--- src/rtl/ascending_insertion_sorter_defines.svh ---
// assertion macros for the insertion sorter
`ifndef ASCENDING_INSERTION_SORTER_DEFINES_SVH
`define ASCENDING_INSERTION_SORTER_DEFINES_SVH

// same-cycle implication, sampled on i_clk, off during reset
`define AIS_ASSERT_IMP(name, ante, cons) \
    name: assert property (@(posedge i_clk) disable iff (!i_rst_n) \
        (ante) |-> (cons)) else $error("sorter assertion failed");

// next-cycle implication, sampled on i_clk, off during reset
`define AIS_ASSERT_NXT(name, ante, cons) \
    name: assert property (@(posedge i_clk) disable iff (!i_rst_n) \
        (ante) |=> (cons)) else $error("sorter assertion failed");

`endif

--- src/rtl/ais_pkg.sv ---
package ais_pkg;

    localparam int CAPACITY = 64;
    localparam int DATA_W   = 32;

    typedef logic signed [DATA_W-1:0] t_value;

    typedef enum logic {
        ST_LOAD,
        ST_DRAIN
    } t_state;

    // common controls broadcast to every cell
    typedef struct packed {
        logic   load_en;
        logic   drain_en;
        t_value sample;
    } t_cell_ctl;

    // what a cell shows its neighbors
    typedef struct packed {
        logic   valid;
        logic   greater;
        t_value value;
    } t_cell_link;

endpackage

--- src/rtl/ais_cell.sv ---
module ais_cell
    import ais_pkg::*;
(
    input  logic       i_clk,
    input  logic       i_rst_n,
    input  t_cell_ctl  i_ctl,
    input  t_cell_link i_lower,
    input  t_cell_link i_upper,
    output t_cell_link o_link
);

    logic   r_valid;
    logic   n_valid;
    t_value r_value;
    t_value n_value;
    logic   greater;

    assign greater = r_valid && (r_value > i_ctl.sample);

    always_comb begin
        n_valid = r_valid;
        n_value = r_value;
        if (i_ctl.drain_en) begin
            n_valid = i_upper.valid;
            n_value = i_upper.value;
        end else if (i_ctl.load_en && (greater || (!r_valid && i_lower.valid))) begin
            // shift up from below, or take the new word at the insertion point
            n_valid = 1'b1;
            n_value = i_lower.greater ? i_lower.value : i_ctl.sample;
        end
    end

    always_ff @(posedge i_clk) begin
        if (!i_rst_n) begin
            r_valid <= 1'b0;
        end else begin
            r_valid <= n_valid;
        end
    end

    always_ff @(posedge i_clk) begin
        r_value <= n_value;
    end

    assign o_link.valid   = r_valid;
    assign o_link.greater = greater;
    assign o_link.value   = r_value;

endmodule

--- config.mk ---
export PLATFORM = sky130hd
export DESIGN_NAME = ais_cell
export DESIGN_NICKNAME = d
export VERILOG_FILES = /design/src/rtl/ascending_insertion_sorter_defines.svh /design/src/rtl/ais_pkg.sv /design/src/rtl/ais_cell.sv
export SDC_FILE = /design/constraint.sdc
export NUM_CORES = 1
export LEC_CHECK = 0
export BUFFER_PORTS_ARGS = -buffer_cell sky130_fd_sc_hd__buf_2
export CAP_MARGIN = 10
export CORE_MARGIN = 2
export CORE_UTILIZATION = 49
export CTS_CLUSTER_DIAMETER = 80
export CTS_CLUSTER_SIZE = 28
export DETAILED_ROUTE_END_ITERATION = 8
export HOLD_SLACK_MARGIN = 0.02
export PLACE_DENSITY = 0.95
export SYNTH_ARGS = -nofsm -noshare
export SYNTH_HDL_FRONTEND = slang
export SYNTH_SLANG_ARGS = --single-unit
--- constraint.sdc ---
create_clock -name i_clk -period 5.05 [get_ports i_clk]
set_clock_uncertainty 0.05 [all_clocks]
set_input_delay 0.2525 -clock i_clk [delete_from_list [all_inputs] [get_ports i_clk]]
set_output_delay 0.2525 -clock i_clk [all_outputs]
set_load 0.005 [all_outputs]
==> Word-level counts from Yosys, hierarchy flattened <==
Cells that the tools add are included.
{ "totals": {"input_bits": 104, "output_inout_bits": 34, "ff_bits": 33} }
{ "op_classes": {"n_mux": 5, "reduce_logical": 6, "magnitude_cmp": 1} }
{ "ops": {"columns": ["cell", "n"], "rows": [
  ["two-way mux 32 bit", 3],
  ["> comparator 32 bit", 1],
  ["logical AND 1 bit", 3],
  ["two-way mux 1 bit", 2],
  ["nonzero test 2 bit", 1],
  ["zero test 1 bit", 1],
  ["logical OR 1 bit", 1]
]} }

==> Longest topological paths before layout <==
Gate-level depths: netlist (run 1).
{ "logic_depth": {"depth_word": 6, "depth_mapped": 9} }

==> Worst setup path after synthesis (run 1) <==
Ideal clock, no wire load.
{ "synth_path": {"kind": "reg2reg", "from": "reg r_value[14]", "to": "reg r_value[0], enable pin", "stages_incl_launch_ff": 8, "period_less_slack_ps": 2753, "path_slack_ps": 2297, "arrival_time_ps": 2224, "setup_time_ps": 479, "cell_sequence": "edfxtp_1 ha_1 nand4_2 nor4_2 a31oi_1 and3_4 a211oi_2 nand2_1"} }
{ "synth_via": {"elab_chain_len": 5} }
{ "synth_lines": {"columns": ["element", "line_no", "text"], "rows": [
  ["start, declared", "ais_cell.sv:14", "t_value r_value;"],
  ["start signal, assigned", "ais_cell.sv:42", "r_value <= n_value;"],
  ["> comparator 32 bit", "ais_cell.sv:18", "assign greater = r_valid && (r_value > i_ctl.sample);"],
  ["logical AND 1 bit", "ais_cell.sv:18", null],
  ["logical OR 1 bit", "ais_cell.sv:26", "end else if (i_ctl.load_en && (greater || (!r_valid && i_lower.valid))) begin"],
  ["logical AND 1 bit", "ais_cell.sv:26", null],
  ["nonzero test 2 bit (no line)", null, null]
]} }
Every way passes these cells.
A chain may end at the register's enable or synchronous reset.

==> Worst setup path in the final report (run 1) <==
{ "layout_path": {"from": "reg r_value[23]", "to": "reg r_value[7], enable pin"} }
The elaborated chain is that of the path after synthesis.

==> out/qor.csv, run 1 <==
stage,metric,value,unit
outcome,status,finished clean,
logic_synthesis,parity-gate share of the synthesized area counting xor and xnor cells,0,%
clock_network,CTS hold repair buffers,0,
clock_network,H-tree depth reported by CTS,2,
logic_synthesis,share of cell area taken by muxes after synthesis,12.6,%
timing,worst-case setup margin in the final layout,2.08,ns
die,effective utilization at floorplan,50.1,%
critical_path,CP Launch Type,register,
logic_synthesis,Post-Synthesis Mean Instance Area,9.39,um2
detailed_routing,total iterations of the first detailed-routing run,4,
logic_synthesis,post-synthesis sequential area ratio,38.5,%
logic_synthesis,synth unique cells,31,
critical_path,highest net fanout along the worst path,19,
timing,setup violators final,0,
timing,Max transition margin,34.2,%
detailed_routing,detail-routed via count per cell,5.02,
power_and_ir_drop,static power due to leakage,1.75,nW
clock_network,clock sink count,33,
critical_path,R2R Path Start,r_value[23]$_DFFE_PP_,
critical_path,Worst Path Arrival,2.92,ns
finish,layout cells sized above 1,36.6,%
die,I/O pin count,138,
finish,total area of sequential cells,981,um2
die,die width,76.1,um
run,count of maximum capacitance violations,0,
global_route,GRT met3 Usage,3.91,%
critical_path,terminus of the critical flop-to-flop path,r_value[7]$_DFFE_PP_,
logic_synthesis,cell with the most instances after synthesis,sky130_fd_sc_hd__nand2_1,
timing,final total negative setup slack,0,ns
detailed_routing,final routed wire length divided by cell count,13.6,um
timing,worst hold margin,0.164,ns
placement,worst slack after detailed placement,2.05,ns
critical_path,Worst R2R Path Depth,8,
clock_network,clock network latency to the later pin of the worst-skew pair,0.28,ns
logic_synthesis,register bit count reported by yosys,33,
timing,Worst Tran Pin Value,0.986,ns
logic_synthesis,Post-Syn Nets,407,
timing,count of endpoints failing hold in the final timing report,0,
clock_network,number of buffers inserted by post-CTS setup repair,0,
critical_path,required time of the critical path,5.00,ns
global_route,wire length of the first global-routing pass,11300,um
finish,count of fill cells added during filler insertion,438,
logic_synthesis,number of enable flip-flop cells after synthesis,32,
detailed_routing,via count,2380,
logic_synthesis,"share of synthesized cell area in full adder, half adder and majority cells",15.7,%
die,num rows,26,
global_route,total routing usage reported by global routing,23.8,%
timing,setup repair after global routing missed its margin,no,
detailed_routing,Iter 0 DRT Violations,88,
detailed_routing,total length of routed wires,6470,um
placement,weighted congestion at the end of routability-driven global placement,0.819,
global_route,vias in the first global route,2495,
logic_synthesis,number of warnings reported in the yosys synthesis log,0,
critical_path,internal reg-to-reg setup slack,2.08,ns
critical_path,crit path kind,reg2reg,
detailed_routing,drc violations,0,
clock_network,register clock-pin slew on the reported worst setup and hold paths,0.07,ns
finish,synth-to-layout area growth,31.6,%
timing,share of the clock period used by the worst path,58.7,%
detailed_routing,antenna-violating nets left,0,
critical_path,crit end category,register,
global_route,pin count of the biggest net entering global routing,67,
power_and_ir_drop,total power density per cell area,230,nW/um2
finish,number of nets in the layout,539,
worst_hold_path,hold-critical path depth,3,
clock_network,clock tree from TritonCTS,yes,
placement,DP Wirelength,5220,um
finish,Antenna diodes,0,
global_route,number of antenna violations at the first check in global routing,0,
global_route,overflow left after global routing,0,
logic_synthesis,share of synthesized registers carrying an async set or reset,0,%
clock_network,Inserted Clock Buffers,5,
logic_synthesis,cell types with the largest area share after synthesis,"sky130_fd_sc_hd__edfxtp_1, sky130_fd_sc_hd__ha_1, sky130_fd_sc_hd__mux2i_1, sky130_fd_sc_hd__o21ai_0, sky130_fd_sc_hd__nand2_1",
logic_synthesis,most common library cells after synthesis,"sky130_fd_sc_hd__nand2_1, sky130_fd_sc_hd__o21ai_0, sky130_fd_sc_hd__inv_1",
worst_hold_path,worst hold endpoint,r_valid$_SDFFE_PN0P_,
logic_synthesis,"share of synthesized cell area in and, or, nand and nor gates",11.7,%
logic_synthesis,number of standard cells after synthesis,271,
logic_synthesis,share of Yosys cell area claimed by the top area cell type,37.8,%
global_route,met1 layer usage reported by global route,28.3,%
placement,Post-Place Cells,466,
timing,upper clock frequency limit,0.337,GHz
finish,final standard cell count with taps included and fillers excluded,474,
die,overall die area,5790,um2
logic_synthesis,largest family of logic cells by synthesized area,adder cells,
global_route,peak-usage layer in the global routing report,met2,
power_and_ir_drop,Max rail drop VDD,0.200,mV
logic_synthesis,flip-flop cell with the highest count after synthesis,sky130_fd_sc_hd__edfxtp_1,
logic_synthesis,fraction of the mapped netlist area in compound gates,14.1,%
finish,combined area of the multi-input logic cells,1380,um2
logic_synthesis,top cell type by total area after synthesis,sky130_fd_sc_hd__edfxtp_1,
global_route,global-route met2 utilization,43.5,%
timing,Pins Over Slew Limit,0,
clock_network,buffer levels on the longest clock path,2,
clock_network,clock root buffer,sky130_fd_sc_hd__clkbuf_8,
clock_network,"Gates resized, CTS repair",0,
die,Core ar.,5070,um2
placement,quantity of I/O buffers inserted on ports,136,
die,overall die height,76.1,um
worst_hold_path,critical hold path startpoint,i_rst_n,
logic_synthesis,Syn Std Cell Area,2540,um2
worst_hold_path,worst hold path class,in2reg,
timing,clock period minus final worst setup slack,2.97,ns
[cell families after synthesis]
| family | Yosys count |
|---|---|
| AND/OR/NAND/NOR | 64 |
| AO/OA/AOI/OAI | 63 |
| buffers and inverters | 47 |
| flip-flops | 33 |
| multiplexers | 32 |
| adder cells (fa/ha/maj) | 32 |
[cells in the final DEF, fill, tap and decap left out]
master / synthesis / routed
sky130_fd_sc_hd__nor2_1: 4 / 4
sky130_fd_sc_hd__or3_1: 1 / 1
sky130_fd_sc_hd__a31oi_1: 3 / 3
sky130_fd_sc_hd__a2bb2oi_1: 1 / 1
sky130_fd_sc_hd__nand4_2: 1 / 1
sky130_fd_sc_hd__a211oi_2: 1 / 1
sky130_fd_sc_hd__dfxtp_1: 1 / 1
sky130_fd_sc_hd__mux2i_1: 32 / 32
sky130_fd_sc_hd__a211oi_1: 1 / 1
sky130_fd_sc_hd__a2111o_1: 1 / 1
sky130_fd_sc_hd__nor4_2: 1 / 1
sky130_fd_sc_hd__clkbuf_8: 0 / 5
sky130_fd_sc_hd__a21boi_1: 1 / 1
sky130_fd_sc_hd__nor3_1: 2 / 2
sky130_fd_sc_hd__nand4_1: 6 / 6
sky130_fd_sc_hd__a221oi_2: 1 / 1
sky130_fd_sc_hd__nor2b_1: 1 / 1
sky130_fd_sc_hd__nand2b_1: 1 / 1
sky130_fd_sc_hd__edfxtp_1: 32 / 32
sky130_fd_sc_hd__and3_4: 1 / 1
sky130_fd_sc_hd__buf_2: 3 / 136
sky130_fd_sc_hd__buf_4: 2 / 2
sky130_fd_sc_hd__ha_1: 32 / 32
sky130_fd_sc_hd__nand2_1: 43 / 43
sky130_fd_sc_hd__a22oi_1: 1 / 1
sky130_fd_sc_hd__inv_1: 34 / 34
sky130_fd_sc_hd__nand3b_1: 1 / 1
sky130_fd_sc_hd__clkbuf_1: 8 / 3
sky130_fd_sc_hd__o211ai_1: 2 / 2
sky130_fd_sc_hd__o21ai_0: 38 / 38
sky130_fd_sc_hd__nand3_1: 2 / 2
sky130_fd_sc_hd__a21oi_1: 13 / 13
[through the flow]
step	utilization, %	total power, mW	instance area [um2]
after CTS	66.0	0.776	3350
after global routing	66.0	0.826	3350
after global placement	64.4	0.574	3270
after floorplan	-	0.484	2540
final	66.0	0.770	3350
after detailed placement	64.4	0.587	3270
[metal layers]
layer / vias to the layer above / share of wire (%)
met5: - / 0
met4: 0 / 2.1
met3: 12 / 4.4
met2: 78 / 52
met1: 1055 / 42
li1: 1235 / -
[registers in the layout, indices dropped and copies added, names as in the netlist]
register  count
r_valid       1
r_value      32
[where the power goes]
part	internal, mW	switching (mW)
sequential	0.338	0.0154
combinational	0.108	0.119
clock	0.0980	0.0909
total	0.545	0.225
[worst max-delay path: stages (launching register included)]
cell and delay, ns:
sky130_fd_sc_hd__edfxtp_1 0.42, sky130_fd_sc_hd__ha_1 0.34, sky130_fd_sc_hd__nand4_1 0.16, sky130_fd_sc_hd__nor3_1 0.36, sky130_fd_sc_hd__a31oi_1 0.18, sky130_fd_sc_hd__and3_4 0.22
sky130_fd_sc_hd__a211oi_2 0.20, sky130_fd_sc_hd__nand2_1 0.38, sky130_fd_sc_hd__buf_4 0.39
[worst max path at each step]
stage | start | endpoint | slack, ns | cells after the start
2_1_floorplan | r_value[14]$_DFFE_PP_ | r_value[0]$_DFFE_PP_ | 2.30 | 7
3_3_place_gp | r_value[23]$_DFFE_PP_ | r_value[25]$_DFFE_PP_ | 2.14 | 8
3_5_place_dp | r_value[23]$_DFFE_PP_ | r_value[24]$_DFFE_PP_ | 2.05 | 8
4_1_cts | r_value[23]$_DFFE_PP_ | r_value[5]$_DFFE_PP_ | 2.02 | 8
5_1_grt | r_value[23]$_DFFE_PP_ | r_value[5]$_DFFE_PP_ | 1.76 | 8
6_report | r_value[23]$_DFFE_PP_ | r_value[7]$_DFFE_PP_ | 2.08 | 8
[layout make-up]
class | count | share of cell area (%)
multi-input combinational | 191 | 41.1
tap | 70 | 2.62
inverter | 34 | 3.81
clock buffer | 8 | 2.39
timing repair buffer | 138 | 20.8
sequential | 33 | 29.3
No activity file was read; power rests on OpenSTA's default activity.
==> run 2: changes to the inputs <==
Settings changed: CORE_UTILIZATION 49 to 45, PLACE_DENSITY 0.95 to 0.9.
Clock period 5.05 ns to 3.1 ns, I/O delays scaled along.
==> out/qor.csv, run 2 (same netlist as run 1, synthesis figures left out) <==
stage,metric,value,unit
die,effective utilization at floorplan,46.5,%
finish,max reg flops,32,
placement,weighted congestion at the end of routability-driven global placement,0.803,
finish,final standard cell count with taps included and fillers excluded,477,
finish,largest registers,"r_value: 32 flops, r_valid: 1 flops",
timing,share of the clock period used by the worst path,83.9,%
power_and_ir_drop,static power due to leakage,1.76,nW
critical_path,Worst Path Arrival,2.40,ns
timing,setup violators final,0,
placement,quantity of I/O buffers inserted on ports,136,
finish,number of nets in the layout,540,
clock_network,"Gates resized, CTS repair",0,
run,count of maximum capacitance violations,0,
die,overall die height,79.2,um
finish,"top library cells by usage in the layout, fill and taps aside","sky130_fd_sc_hd__buf_2, sky130_fd_sc_hd__nand2_1, sky130_fd_sc_hd__o21ai_0",
die,overall die area,6270,um2
detailed_routing,antenna-violating nets left,0,
global_route,number of antenna violations at the first check in global routing,0,
detailed_routing,detail-routed via count per cell,5.15,
die,Core ar.,5470,um2
clock_network,clock network latency to the later pin of the worst-skew pair,0.28,ns
detailed_routing,via count,2455,
finish,"most common cell after layout, fill and taps aside",sky130_fd_sc_hd__buf_2,
power_and_ir_drop,total power density per cell area,376,nW/um2
clock_network,CTS hold repair buffers,0,
finish,Antenna diodes,0,
clock_network,number of buffers inserted by post-CTS setup repair,0,
placement,post-detailed-placement cell area,3280,um2
critical_path,crit end category,primary output,
finish,synth-to-layout area growth,32.0,%
worst_hold_path,worst hold path class,in2reg,
finish,count of fill cells added during filler insertion,502,
global_route,wire length of the first global-routing pass,11200,um
timing,final total negative setup slack,0,ns
placement,DP Wirelength,5530,um
finish,register ranked first by flip-flop count,r_value,
timing,upper clock frequency limit,0.385,GHz
die,die width,79.2,um
critical_path,CP Launch Type,register,
clock_network,clock tree from TritonCTS,yes,
clock_network,Inserted Clock Buffers,5,
clock_network,register clock-pin slew on the reported worst setup and hold paths,0.07,ns
detailed_routing,final routed wire length divided by cell count,14.1,um
global_route,vias in the first global route,2544,
die,I/O pin count,138,
clock_network,buffer levels on the longest clock path,2,
timing,Max transition margin,35.2,%
detailed_routing,Iter 0 DRT Violations,105,
timing,setup repair after global routing missed its margin,no,
power_and_ir_drop,Max rail drop VDD,0.268,mV
clock_network,H-tree depth reported by CTS,2,
critical_path,highest net fanout along the worst path,3,
die,num rows,27,
timing,clock period minus final worst setup slack,2.60,ns
global_route,overflow left after global routing,0,
critical_path,required time of the critical path,2.89,ns
placement,Post-Place Cells,469,
power_and_ir_drop,Total Power,1.26,mW
outcome,status,finished clean,
global_route,pin count of the biggest net entering global routing,37,
finish,layout cells sized above 1,36.8,%
finish,final core occ,61.4,%
timing,Pins Over Slew Limit,0,
global_route,total routing usage reported by global routing,22.2,%
finish,post-route cell area,3360,um2
critical_path,crit path kind,reg2out,
timing,count of endpoints failing hold in the final timing report,0,
clock_network,clock sink count,33,
timing,Worst Tran Pin Value,0.971,ns
detailed_routing,drc violations,0,
detailed_routing,total length of routed wires,6700,um
clock_network,clock root buffer,sky130_fd_sc_hd__clkbuf_8,
detailed_routing,total iterations of the first detailed-routing run,4,
## run 2: area by class of cell
cell class	instances	area [um2]	area share, %
clock buffers	8	80.1	2.38
inverters	34	128	3.80
multi-input cells	191	1380	41.0
flip-flops and latches	33	981	29.2
well taps	72	90.1	2.68
repair buffers	139	703	20.9
## run 2: path summary, 6_finish.rpt
kind | startpoint | cells past startpoint | to | slack, ns
worst min register to register | r_valid$_SDFFE_PN0P_ | 2 | r_valid$_SDFFE_PN0P_ | 0.51
worst max register to register | r_value[23]$_DFFE_PP_ | 8 | r_value[15]$_DFFE_PP_ | 0.60
worst max-delay path | r_value[5]$_DFFE_PP_ | 8 | o_link[32] | 0.50
worst min-delay path | i_rst_n | 3 | r_valid$_SDFFE_PN0P_ | 0.06
## run 2: power breakdown
| group | switching [mW] | internal [mW] |
|---|---|---|
| sequential | 0.0258 | 0.551 |
| combinational | 0.196 | 0.178 |
| clock | 0.152 | 0.159 |
| total | 0.374 | 0.888 |
## run 2: per-layer routing
metal / track usage, % / up-vias / wire, um
met1: 26.9 / 1132 / 2780
met2: 39.2 / 74 / 3470
met3: 4.20 / 15 / 315
met4: 7.59 / 0 / 138
met5: 0 / - / 0
li1: - / 1234 / -
## run 2: worst max-delay path, stage by stage (launching register included)
cell                       delay, ns
sky130_fd_sc_hd__edfxtp_1       0.40
sky130_fd_sc_hd__ha_1           0.31
sky130_fd_sc_hd__a21oi_1        0.16
sky130_fd_sc_hd__o21ai_0        0.17
sky130_fd_sc_hd__a221oi_2       0.27
sky130_fd_sc_hd__a31oi_1        0.16
sky130_fd_sc_hd__or3_1          0.34
sky130_fd_sc_hd__a21boi_1       0.17
sky130_fd_sc_hd__buf_2          0.14
## run 2: per-stage QoR
step / setup slack (ns) / hold slack [ns]
final: 0.500 / 0.0623
after CTS: 0.517 / 0.0493
after global routing: 0.351 / 0.0550
after global placement: 0.698 / 0.357
after floorplan: 0.347 / 0.243
after detailed placement: 0.598 / 0.357
==> run 3: changes to the inputs <==
Settings changed: CORE_UTILIZATION 45 to 41, PLACE_DENSITY 0.9 to 0.86.
Clock period 3.1 ns to 2.3 ns, I/O delays scaled along.
==> out/qor.csv, run 3 (same netlist as run 1, synthesis figures left out) <==
stage,metric,value,unit
outcome,status,finished with violations,
outcome,violated checks,setup timing,
critical_path,highest net fanout along the worst path,3,
timing,worst hold margin,0.0267,ns
clock_network,clock sink count,33,
clock_network,clock network latency to the later pin of the worst-skew pair,0.28,ns
global_route,number of antenna violations at the first check in global routing,0,
die,overall die area,6850,um2
power_and_ir_drop,switching share of power,30.6,%
finish,final core occ,64.3,%
power_and_ir_drop,total power density per cell area,492,nW/um2
global_route,vias in the first global route,2320,
critical_path,Crit path buffers/inverters,2,
detailed_routing,final routed wire length divided by cell count,14.9,um
worst_hold_path,worst hold path class,in2reg,
critical_path,maximum cell stage delay along the critical path,0.39,ns
power_and_ir_drop,static power due to leakage,1.94,nW
critical_path,cell class contributing the biggest share of worst-path delay,simple AND/OR/NAND/NOR gates,
placement,DP Wirelength,5660,um
detailed_routing,total length of routed wires,7450,um
finish,combined area of the multi-input logic cells,1570,um2
global_route,wire length of the first global-routing pass,10600,um
placement,post-detailed-placement cell area,3430,um2
finish,post-route cell area,3830,um2
placement,worst slack after detailed placement,-0.103,ns
die,die width,82.8,um
detailed_routing,antenna-violating nets left,0,
finish,layout cells sized above 1,44.6,%
timing,setup violators final,33,
global_route,pin count of the biggest net entering global routing,43,
detailed_routing,Iter 0 DRT Violations,100,
finish,max reg flops,32,
power_and_ir_drop,Flop pwr share,41.6,%
detailed_routing,total iterations of the first detailed-routing run,4,
detailed_routing,detail-routed via count per cell,5.03,
finish,total area of sequential cells,981,um2
clock_network,clock root buffer,sky130_fd_sc_hd__clkbuf_8,
finish,"most common cell after layout, fill and taps aside",sky130_fd_sc_hd__buf_2,
critical_path,crit path kind,reg2out,
global_route,total routing usage reported by global routing,20.7,%
power_and_ir_drop,share of total power in combinational logic,36.2,%
finish,register ranked first by flip-flop count,r_value,
critical_path,crit end category,primary output,
placement,quantity of I/O buffers inserted on ports,136,
clock_network,register clock-pin slew on the reported worst setup and hold paths,0.06,ns
power_and_ir_drop,internal power of the cells,1.31,mW
clock_network,H-tree depth reported by CTS,2,
clock_network,Inserted Clock Buffers,5,
finish,count of fill cells added during filler insertion,503,
power_and_ir_drop,Max rail drop VDD,0.283,mV
finish,"top library cells by usage in the layout, fill and taps aside","sky130_fd_sc_hd__buf_2, sky130_fd_sc_hd__nand2_1, sky130_fd_sc_hd__o21ai_0",
die,Core ar.,5960,um2
critical_path,required time of the critical path,2.13,ns
critical_path,cell-by-cell trace of the critical path,ha_1 > nand4_1 > nor2_1 > a22oi_2 > o211ai_1 > buf_4 > or3_4 > a21boi_2 > buf_2,
timing,Max transition margin,57.1,%
clock_network,clock tree from TritonCTS,yes,
clock_network,buffer levels on the longest clock path,2,
power_and_ir_drop,part of the total power dissipated in the clock network,22.2,%
timing,share of the clock period used by the worst path,112,%
die,num rows,28,
run,count of maximum capacitance violations,0,
die,overall die height,82.8,um
detailed_routing,drc violations,0,
critical_path,critical path's slowest cell,sky130_fd_sc_hd__edfxtp_1,
timing,Pins Over Slew Limit,0,
power_and_ir_drop,switching power of the nets,0.577,mW
timing,count of endpoints failing hold in the final timing report,0,
finish,synth-to-layout area growth,50.5,%
placement,weighted congestion at the end of routability-driven global placement,0.828,
finish,Antenna diodes,0,
die,effective utilization at floorplan,42.7,%
timing,worst-case setup margin in the final layout,-0.283,ns
timing,clock period minus final worst setup slack,2.58,ns
timing,Worst Tran Pin Value,0.643,ns
critical_path,CP Launch Type,register,
power_and_ir_drop,Total Power,1.88,mW
timing,setup repair after global routing missed its margin,yes,
finish,number of nets in the layout,561,
global_route,overflow left after global routing,0,
finish,largest registers,"r_value: 32 flops, r_valid: 1 flops",
detailed_routing,via count,2520,
critical_path,Worst Path Arrival,2.42,ns
timing,upper clock frequency limit,0.387,GHz
die,I/O pin count,138,
[run 3: cell count changes in the layout (fill, tap and decap cells not counted), moves of 2 or more]
| cell | previous run | this run |
|---|---|---|
| sky130_fd_sc_hd__buf_12 | 0 | 5 |
| sky130_fd_sc_hd__ha_4 | 0 | 8 |
| sky130_fd_sc_hd__buf_4 | 3 | 16 |
| sky130_fd_sc_hd__clkinv_1 | 0 | 2 |
| sky130_fd_sc_hd__nor3_1 | 2 | 0 |
| sky130_fd_sc_hd__ha_1 | 32 | 24 |
| sky130_fd_sc_hd__clkbuf_1 | 3 | 0 |
| sky130_fd_sc_hd__buf_16 | 0 | 2 |
| sky130_fd_sc_hd__a31oi_1 | 3 | 1 |
| sky130_fd_sc_hd__a31oi_2 | 0 | 2 |
[run 3: worst paths after layout]
| path | startpoint | end | slack, ns | cells after the start |
|---|---|---|---|---|
| hold reg to reg | r_valid$_SDFFE_PN0P_ | r_valid$_SDFFE_PN0P_ | 0.51 | 2 |
| hold / removal | i_rst_n | r_valid$_SDFFE_PN0P_ | 0.03 | 3 |
| setup reg to reg | r_value[3]$_DFFE_PP_ | r_value[30]$_DFFE_PP_ | -0.24 | 9 |
| setup / recovery | r_value[30]$_DFFE_PP_ | o_link[32] | -0.28 | 9 |
[run 3: final cells by class]
class	instances	share of cell area (%)
Clock buffer	5	1.80
Inverter	34	3.33
Clock inverter	3	0.327
Timing Repair Buffer	160	25.6
Sequential cell	33	25.6
Multi-Input combinational cell	191	40.9
Tap cell	75	2.45
[run 3: timing repair]
action | in CTS | in global routing
gates cloned | 2 | 1
gates resized for setup | 11 | 12
endpoints found under the setup margin | 33 | 33
endpoints found under the hold margin | 0 | 0
hold buffers | 0 | 0
pin swaps | 7 | 13
buffers inserted | 7 | 1
[run 3: power groups by stage]
stage               Combinational, mW  Sequential (mW)  Clock (mW)
floorplan                       0.275            0.794           0
global placement                0.532            0.785           0
detailed placement              0.558            0.790           0
CTS                             0.634            0.780       0.432
global route                    0.752            0.791       0.458
finish                          0.681            0.784       0.418
[run 3: per-layer routing]
layer / track usage, % / part of all wire [%]
met5: 0 / 0
met4: 6.07 / 2.0
met3: 3.03 / 5.0
met2: 37.9 / 53
met1: 25.1 / 40
[run 3: through the flow]
| stage | instances | setup TNS [ns] |
|---|---|---|
| floorplan | 271 | 0 |
| global placement | 483 | -1.01 |
| detailed placement | 483 | -3.30 |
| CTS | 500 | -6.80 |
| global route | 501 | -11.45 |
| finish | 501 | -7.51 |
[run 3: worst reg2reg max path, delay by kind of cell, from the launching register on]
family,cells,cell delay (ns)
AOI/OAI and AO/OA,2,0.42
adders and majority gates,1,0.30
buffers and inverters,2,0.29
DFF,1,0.43
and+or+nand+nor,4,0.81
